==> src/rtl/nrm_pkg.sv <==
// Shared types, constants and the symbol-to-impact mapping for the range-minimum block.
package nrm_pkg;

  // Store size as built; positions are POS_W bits wide, so at most 2**POS_W entries are reachable
  localparam int DEPTH       = 1024;
  localparam int POS_W       = 10;
  localparam int SYM_W       = 8;
  localparam int CODE_W      = 3;
  localparam int STORE_DEPTH = (DEPTH < (1 << POS_W)) ? DEPTH : (1 << POS_W);
  localparam int ADDR_W      = (STORE_DEPTH > 1) ? $clog2(STORE_DEPTH) : 1;

  // Input tdata layout, lowest bit first: position, symbol, range_start, range_end
  localparam int POS_LSB    = 0;
  localparam int SYM_LSB    = POS_LSB + POS_W;
  localparam int START_LSB  = SYM_LSB + SYM_W;
  localparam int END_LSB    = START_LSB + POS_W;
  localparam int IN_BITS    = END_LSB + POS_W;
  localparam int IN_DATA_W  = ((IN_BITS + 7) / 8) * 8;
  localparam int OUT_DATA_W = ((CODE_W + 7) / 8) * 8;

  // Item kinds carried on s_axis_tuser
  localparam logic KIND_LOAD  = 1'b0;
  localparam logic KIND_QUERY = 1'b1;

  // ASCII characters with an impact code
  localparam logic [SYM_W-1:0] CHAR_A = 8'h41;
  localparam logic [SYM_W-1:0] CHAR_C = 8'h43;
  localparam logic [SYM_W-1:0] CHAR_G = 8'h47;
  localparam logic [SYM_W-1:0] CHAR_T = 8'h54;

  localparam logic [CODE_W-1:0] CODE_NONE = 3'd0;
  localparam logic [CODE_W-1:0] CODE_A    = 3'd1;
  localparam logic [CODE_W-1:0] CODE_C    = 3'd2;
  localparam logic [CODE_W-1:0] CODE_G    = 3'd3;
  localparam logic [CODE_W-1:0] CODE_T    = 3'd4;

  typedef enum logic [1:0] {
    ST_IDLE,
    ST_SCAN,
    ST_FINISH
  } state_t;

  function automatic logic [CODE_W-1:0] impact_of(input logic [SYM_W-1:0] ch);
    logic [CODE_W-1:0] code;
    unique case (ch)
      CHAR_A:  code = CODE_A;
      CHAR_C:  code = CODE_C;
      CHAR_G:  code = CODE_G;
      CHAR_T:  code = CODE_T;
      default: code = CODE_NONE;
    endcase
    return code;
  endfunction

endpackage

==> src/rtl/nucleotide_range_minimum.sv <==
// Nucleotide impact store with inclusive range-minimum queries.
// Load transfer: written to the store at the accept edge, next item accepted the following cycle.
// Query transfer: one store read per cycle over the clamped range, then the result register
//   is loaded; a reversed range, or a start past the store, skips the scan.
// One query at a time: no new item is accepted while the scan over the store runs or the result waits to load.
// rst (synchronous, active high) clears control and output valid; store contents are not cleared.
module nucleotide_range_minimum (
  input  logic                           clk,
  input  logic                           rst,
  input  logic                           s_axis_tvalid,
  output logic                           s_axis_tready,
  // [9:0] position, [17:10] symbol, [27:18] range_start, [37:28] range_end, rest zero
  input  logic [nrm_pkg::IN_DATA_W-1:0]  s_axis_tdata,
  // [0] kind: 0 load, 1 query
  input  logic                           s_axis_tuser,
  output logic                           m_axis_tvalid,
  input  logic                           m_axis_tready,
  // [2:0] min_impact, rest zero
  output logic [nrm_pkg::OUT_DATA_W-1:0] m_axis_tdata,
  // [0] range_error
  output logic                           m_axis_tuser
);
  import nrm_pkg::*;

  localparam logic [POS_W-1:0] LAST_POS = POS_W'(STORE_DEPTH - 1);

  // Impact store: one write port (loads), one registered read port (scan)
  logic [CODE_W-1:0] mem [STORE_DEPTH];
  logic [CODE_W-1:0] rd_data;
  logic              rd_en;
  logic [ADDR_W-1:0] rd_addr;
  logic              wr_en;

  state_t            state, state_next;
  logic [POS_W:0]    idx;       // next position to read; one extra bit so it can pass the top
  logic [POS_W-1:0]  end_pos;   // last position to read, clamped to the store
  logic [CODE_W-1:0] best;      // running minimum, final result once the scan drains
  logic              err;
  logic              pend;      // rd_data holds a scanned entry this cycle
  logic              out_load;
  logic [CODE_W-1:0] res_min;
  logic              res_err;

  // Input field unpacking
  logic              in_kind;
  logic [POS_W-1:0]  in_pos;
  logic [SYM_W-1:0]  in_sym;
  logic [POS_W-1:0]  in_start;
  logic [POS_W-1:0]  in_end;
  logic              accept;
  logic              q_accept;
  logic              rev;
  logic              start_in;
  logic              scan_issue;
  logic [POS_W-1:0]  end_clamp;

  assign in_kind  = s_axis_tuser;
  assign in_pos   = s_axis_tdata[POS_LSB +: POS_W];
  assign in_sym   = s_axis_tdata[SYM_LSB +: SYM_W];
  assign in_start = s_axis_tdata[START_LSB +: POS_W];
  assign in_end   = s_axis_tdata[END_LSB +: POS_W];

  // Only idle takes items, so loads never overlap a scan of the store
  assign s_axis_tready = (state == ST_IDLE);
  assign accept        = s_axis_tvalid && s_axis_tready;
  assign q_accept      = accept && (in_kind == KIND_QUERY);
  assign wr_en         = accept && (in_kind == KIND_LOAD) && (in_pos <= LAST_POS);

  assign rev        = in_end < in_start;
  assign start_in   = in_start <= LAST_POS;
  assign end_clamp  = (in_end > LAST_POS) ? LAST_POS : in_end;
  assign scan_issue = idx <= {1'b0, end_pos};

  always_ff @(posedge clk) begin
    if (rst) begin
      state <= ST_IDLE;
    end else begin
      state <= state_next;
    end
  end

  always_comb begin
    state_next = state;
    rd_en      = 1'b0;
    rd_addr    = idx[ADDR_W-1:0];
    out_load   = 1'b0;
    unique case (state)
      ST_IDLE: begin
        if (q_accept) begin
          if (!rev && start_in) begin
            // first read goes out on the accept edge
            rd_en      = 1'b1;
            rd_addr    = in_start[ADDR_W-1:0];
            state_next = ST_SCAN;
          end else begin
            state_next = ST_FINISH;
          end
        end
      end
      ST_SCAN: begin
        if (scan_issue) begin
          rd_en = 1'b1;
        end else if (!pend) begin
          state_next = ST_FINISH;
        end
      end
      ST_FINISH: begin
        // wait for the result register to free up
        if (!m_axis_tvalid || m_axis_tready) begin
          out_load   = 1'b1;
          state_next = ST_IDLE;
        end
      end
      default: begin
        state_next = ST_IDLE;
      end
    endcase
  end

  // Store ports
  always_ff @(posedge clk) begin
    if (wr_en) begin
      mem[in_pos[ADDR_W-1:0]] <= impact_of(in_sym);
    end
    if (rd_en) begin
      rd_data <= mem[rd_addr];
    end
  end

  always_ff @(posedge clk) begin
    if (rst) begin
      pend <= 1'b0;
    end else begin
      pend <= rd_en;
    end
  end

  // Scan datapath
  always_ff @(posedge clk) begin
    if (q_accept) begin
      idx     <= {1'b0, in_start} + 1'b1;
      end_pos <= end_clamp;
      best    <= (!rev && start_in) ? '1 : CODE_NONE;
      err     <= rev;
    end else if (state == ST_SCAN) begin
      if (pend && (rd_data < best)) begin
        best <= rd_data;
      end
      if (scan_issue) begin
        idx <= idx + 1'b1;
      end
    end
  end

  // Result register
  always_ff @(posedge clk) begin
    if (rst) begin
      m_axis_tvalid <= 1'b0;
    end else if (out_load) begin
      m_axis_tvalid <= 1'b1;
    end else if (m_axis_tready) begin
      m_axis_tvalid <= 1'b0;
    end
  end

  always_ff @(posedge clk) begin
    if (out_load) begin
      res_min <= best;
      res_err <= err;
    end
  end

  assign m_axis_tdata = OUT_DATA_W'(res_min);
  assign m_axis_tuser = res_err;

endmodule

==> config.mk <==
export PLATFORM = sky130hd
export DESIGN_NAME = nucleotide_range_minimum
export DESIGN_NICKNAME = d
export VERILOG_FILES = /design/src/rtl/nrm_pkg.sv /design/src/rtl/nucleotide_range_minimum.sv
export SDC_FILE = /design/constraint.sdc
export NUM_CORES = 2
export LEC_CHECK = 0
export BUFFER_PORTS_ARGS = -buffer_cell sky130_fd_sc_hd__buf_2
export CAP_MARGIN = 20
export CELL_PAD_IN_SITES_DETAIL_PLACEMENT = 1
export CELL_PAD_IN_SITES_GLOBAL_PLACEMENT = 2
export CORE_MARGIN = 4
export CORE_UTILIZATION = 46
export DETAILED_ROUTE_END_ITERATION = 6
export PLACE_DENSITY_LB_ADDON = 0.1
export SYNTH_ARGS = -nofsm -noshare
export SYNTH_HDL_FRONTEND = slang
export SYNTH_SLANG_ARGS = --single-unit
==> constraint.sdc <==
create_clock -name clk -period 109.9 [get_ports clk]
set_input_delay 27.475 -clock clk [delete_from_list [all_inputs] [get_ports clk]]
set_output_delay 27.475 -clock clk [all_outputs]
set_load 0.1 [all_outputs]
==> results.md <==
Die:
- The die is around 530 um wide.
- The area inside the core boundary is approximately 0.27 sq mm.
- The initial standard-cell utilization of the core is 46.3%.
- The count of pins on the block boundary is between 50 and 60.
- The die covers 0.284 sq mm.
- In this run the vertical extent of the chip is approximately 530 um.
- The floorplan has between 150 and 200 rows.

CTS:
- The total of cells resized after clock tree synthesis is 0.
- The clock slew seen by the registers of the worst setup and hold paths is about 0.06 ns.
- The total number of clock tree sinks is 3108.
- The number of setup buffers added after CTS is 0.
- TritonCTS created around 330 clock buffers.
- The TritonCTS clock tree is built.
- The later pin in the worst-skew pair is clocked with a latency of slightly above 0.9 ns.
- The H-tree generated during clock tree synthesis spans 5 levels.
- The clock passes through at most 4 buffers.
- Hold repair after CTS inserted 0 buffers.
- The root buffer cell chosen for the clock tree is sky130_fd_sc_hd__clkbuf_16.

Place:
- Routability-driven placement finished with a final weighted congestion of about 0.84.
- Buffers placed on the I/O ports in this run total 48.
- Detailed placement finished with a half-perimeter wire length of 264000 um.
- The post-placement setup slack is 74.35 ns.

Final layout:
- In the final layout, the multi-input gates occupy slightly above 0.03 sq mm.
- The final layout net count is ~9500.
- Compared with the post-synthesis result, the final layout area differs by 11.5%.
- The final standard cell utilization of the core is between 50 and 60%.
- The footprint of the flip-flops and latches is between 0.09 and 0.1 sq mm.
- Of the cells placed in the final design, the portion with a size suffix greater than 1 is under 10%.
- The filler cell count in the final layout is 26700.

Timing:
- For the pin with the worst max-slew slack, the measured transition is between 1 and 1.5 ns.
- The hold violation total from the final report is 0.
- The worst-case setup margin in the final layout is 75.15 ns.
- The maximum frequency from static timing analysis is 0.0288 GHz.
- The final max-slew violation count is 0.
- Hold is met by roughly 0.44 ns.
- The accumulated negative setup slack is 0 ns.
- The final-report setup violation count is 0.
- The final clock period utilization by the worst path is 31.6%.
- The setup skew after layout is about 0.025 ns.
- Setup repair after global routing left no endpoint under its margin.
- After layout, the minimum clock period comes to ~35 ns.
- The worst pin sits at a relative slew slack of between 10 and 15%.

Status:
- The flow ran to the end, and the final reports show no timing, DRC or antenna violations.

Critical path:
- The worst-path maximum fanout is roughly 140.
- The depth of the worst register-to-register path is 19.
- The sort of element at the start of the critical path is a primary input.
- Across all register-to-register paths, the minimum setup slack is 101.49 ns.
- Data on the critical path is required at its endpoint by 110.57 ns.
- The startpoint identified for the worst register-to-register timing path is state[0].
- The kind of capture point of the worst setup path is a register.
- Data on the critical path arrives at its endpoint at 35.43 ns.
- The kind of critical path is in2reg.
- The reg-to-reg endpoint is rd_data[0].

Logic synthesis:
- The Yosys step of the flow raised 0 warnings.
- The share of synthesized registers carrying an async set or reset is 0%.
- The count of flip-flops with a built-in enable after synthesis is about 3100.
- The cell taking the most area after synthesis is sky130_fd_sc_hd__edfxtp_1.
- The share of the synthesized area in the top cell type is 73.6%.
- Sequential elements use between 70% and 80% of the synthesized area.
- The prevailing post-synth register cell is sky130_fd_sc_hd__edfxtp_1.
- In this run the cell area of the synthesized design comes to ~0.13 sq mm.
- By area the synthesized netlist is led by sky130_fd_sc_hd__edfxtp_1 (74%), sky130_fd_sc_hd__nand2_1 (5.7%), sky130_fd_sc_hd__mux2i_1 (3.9%).
- After synthesis, the netlist uses a little over 80 different library cells.
- The post-synthesis sequential element count is approximately 3100.
- The post-synthesis cell count is 9481.
- The average instance area after synthesis is between 10 and 15 sq um.

Global route:
- The maximum number of pins on one net before global-route repair is 198.
- The first global-routing pass estimated around 640000 um of wire.
- The number of global-route vias before repair came to around 84000.
- Global routing used between 40 and 50% of the available met1 tracks.
- The most utilized layer in the global route result is met2.
- Global routing used about 31% of the available tracks across all layers.
- The number of antenna violations at the first check in global routing is between 50 and 60.
- Global routing consumed, on the met3 layer, under 10% of the routing resources.
- The routing usage on met2 is between 50 and 60%.
- The total congestion overflow is 0.

Hold path:
- The path with the worst hold slack has its endpoint at m_axis_tuser.
- Counting instances, the worst hold path has a depth of 0.
- The tightest min-delay check is of the reg2reg type.
- The startpoint identified for the worst hold timing path is err.

Pwr:
- The design draws 2.64 mW.
- The areal power density over the cells is 18.7 mW/mm^2.
- IR analysis of the VDD net gives a maximum drop of 0.0135 mV.
- For this design the static power due to leakage is about 43 nW.

Run:
- Max-cap violations in this run came to 0.

Drt:
- The detail route stage leaves a number of antenna-violating nets equal to 0.
- For this run, design rule violations remaining after detail routing come to 0.
- The detailed-route vias per instance is ~6.3.
- The final wirelength is approximately 450000 um.
- The routed layout has between 80000 and 90000 vias.
- The starting DRC count in detailed routing is ~10000.
- The first detailed-routing pass took 6 iterations.
- After detailed routing, the average wire length per cell comes to between 30 and 40 um.
[registers in the layout, summed over array words and instances (netlist names), 2 cells and up]
register / flops
rd_data: 3
idx: 11
end_pos: 10
state: 2
best: 3
mem: 3072
res_min: 3
[stage by stage]
stage	instance area (sq um)	std cells
6_report	141000	13300
5_1_grt	141000	13200
4_1_cts	141000	13200
3_5_place_dp	131000	12600
3_3_place_gp	131000	12600
2_1_floorplan	127000	9485
[report_power, final]
part / switching (mW) / internal [mW] / leakage, nW
Sequential: 0.00127 / 1.29 / 21.9
Combinational: 0.195 / 0.0700 / 16.4
Clock: 0.468 / 0.617 / 5.05
Total: 0.664 / 1.98 / 43.3
[layer usage]
layer / wire, um / vias to the layer above
li1: - / 35200
met1: 185000 / 43600
met2: 213000 / 3433
met3: 34000 / 720
met4: 19200 / 10
met5: 54 / -
[final cells by class]
cell class                      instances  share of cell area (%)
Tap cell                             3589                    3.18
Sequential cell                      3108                    66.1
Clock inverter                        175                    1.02
Clock buffer                          420                    6.27
Timing Repair Buffer                  298                    1.63
Antenna cell                           18                  0.0319
Inverter                               27                  0.0735
Multi-Input combinational cell       5625                    21.7
[Yosys cell counts, types with 5 or more instances]
| library cell | number |
|---|---|
| sky130_fd_sc_hd__a31oi_1 | 212 |
| sky130_fd_sc_hd__o21ai_0 | 97 |
| sky130_fd_sc_hd__a2111oi_0 | 9 |
| sky130_fd_sc_hd__ha_1 | 22 |
| sky130_fd_sc_hd__o31ai_1 | 9 |
| sky130_fd_sc_hd__buf_6 | 5 |
| sky130_fd_sc_hd__a311oi_1 | 97 |
| sky130_fd_sc_hd__nor4_1 | 33 |
| sky130_fd_sc_hd__buf_2 | 292 |
| sky130_fd_sc_hd__nand3b_1 | 8 |
| sky130_fd_sc_hd__a41oi_1 | 26 |
| sky130_fd_sc_hd__a211oi_1 | 190 |
| sky130_fd_sc_hd__o22ai_1 | 146 |
| sky130_fd_sc_hd__a32oi_1 | 130 |
| sky130_fd_sc_hd__a221oi_1 | 11 |
| sky130_fd_sc_hd__nand2_1 | 1909 |
| sky130_fd_sc_hd__xnor2_1 | 5 |
| sky130_fd_sc_hd__nor3b_1 | 8 |
| sky130_fd_sc_hd__buf_1 | 65 |
| sky130_fd_sc_hd__nand4_1 | 131 |
| sky130_fd_sc_hd__and3_1 | 171 |
| sky130_fd_sc_hd__mux2_2 | 11 |
| sky130_fd_sc_hd__nor3_1 | 17 |
| sky130_fd_sc_hd__a21oi_1 | 121 |
| sky130_fd_sc_hd__o21ai_1 | 5 |
| sky130_fd_sc_hd__clkbuf_1 | 332 |
| sky130_fd_sc_hd__mux2i_1 | 494 |
| sky130_fd_sc_hd__buf_4 | 31 |
| sky130_fd_sc_hd__o32ai_1 | 5 |
| sky130_fd_sc_hd__o21a_1 | 11 |
| sky130_fd_sc_hd__edfxtp_1 | 3104 |
| sky130_fd_sc_hd__inv_1 | 26 |
| sky130_fd_sc_hd__nand2b_1 | 9 |
| sky130_fd_sc_hd__nor2_1 | 1092 |
| sky130_fd_sc_hd__a32o_1 | 6 |
| sky130_fd_sc_hd__a21boi_0 | 5 |
| sky130_fd_sc_hd__a222oi_1 | 16 |
| sky130_fd_sc_hd__nand3_1 | 528 |
[worst max-delay path, cell delays in order]
cell,delay (ns)
sky130_fd_sc_hd__buf_2,0.14
sky130_fd_sc_hd__inv_1,0.09
sky130_fd_sc_hd__ha_1,0.38
sky130_fd_sc_hd__a41oi_1,0.24
sky130_fd_sc_hd__nor3_1,0.69
sky130_fd_sc_hd__o21ai_4,0.10
sky130_fd_sc_hd__buf_4,0.34
sky130_fd_sc_hd__nand2_4,0.47
sky130_fd_sc_hd__buf_4,0.58
sky130_fd_sc_hd__buf_12,0.50
sky130_fd_sc_hd__buf_4,0.88
sky130_fd_sc_hd__buf_4,0.69
sky130_fd_sc_hd__a211oi_1,0.14
sky130_fd_sc_hd__a311oi_1,0.42
sky130_fd_sc_hd__nor4_1,0.14
sky130_fd_sc_hd__a31oi_1,0.80
sky130_fd_sc_hd__nor4_1,0.16
sky130_fd_sc_hd__nand3_1,0.25
sky130_fd_sc_hd__and4_1,0.47
[worst max path at each step]
stage                startpoint    endpoint  slack [ns]  cells after the start
2_1_floorplan  s_axis_tdata[13]   mem[0][0]       12.97                      2
3_3_place_gp   s_axis_tdata[24]  rd_data[2]       74.41                     19
3_5_place_dp   s_axis_tdata[25]  rd_data[2]       74.35                     21
4_1_cts        s_axis_tdata[25]  rd_data[2]       75.31                     21
5_1_grt        s_axis_tdata[23]  rd_data[2]       74.95                     21
6_report       s_axis_tdata[23]  rd_data[1]       75.15                     19
[cell usage in the layout, fill, tap and decap left out, types with 18 or more instances in the layout]
cell type	n
sky130_fd_sc_hd__edfxtp_1	3104
sky130_fd_sc_hd__nand2_1	1867
sky130_fd_sc_hd__nor2_1	1083
sky130_fd_sc_hd__nand3_1	527
sky130_fd_sc_hd__mux2i_1	483
sky130_fd_sc_hd__clkbuf_16	341
sky130_fd_sc_hd__buf_4	233
sky130_fd_sc_hd__a31oi_1	211
sky130_fd_sc_hd__a211oi_1	189
sky130_fd_sc_hd__and3_1	171
sky130_fd_sc_hd__o22ai_1	146
sky130_fd_sc_hd__nand4_1	131
sky130_fd_sc_hd__a32oi_1	130
sky130_fd_sc_hd__a21oi_1	119
sky130_fd_sc_hd__a311oi_1	97
sky130_fd_sc_hd__o21ai_0	97
sky130_fd_sc_hd__clkbuf_1	76
sky130_fd_sc_hd__clkinv_1	74
sky130_fd_sc_hd__clkinv_2	57
sky130_fd_sc_hd__buf_2	49
sky130_fd_sc_hd__nand2_4	38
sky130_fd_sc_hd__nor4_1	32
sky130_fd_sc_hd__inv_1	26
sky130_fd_sc_hd__a41oi_1	26
sky130_fd_sc_hd__ha_1	22
sky130_fd_sc_hd__bufinv_16	20
sky130_fd_sc_hd__diode_2	18
[cell families (layout without fill, tap and decap cells)]
family | count (synthesis) | count (layout) | synth area share (%)
adders and majority gates | 22 | 22 | 0.217
buffers and inverters | 752 | 920 | 2.64
xor gates and xnor gates | 9 | 9 | 0.0622
muxes | 507 | 507 | 4.02
AOI/OAI and AO/OA | 1138 | 1138 | 6.35
DFF | 3108 | 3108 | 73.6
and+or+nand+nor | 3944 | 3944 | 13.1
other | 1 | 23 | 0.00296
Power figures use the tool's default switching activity.
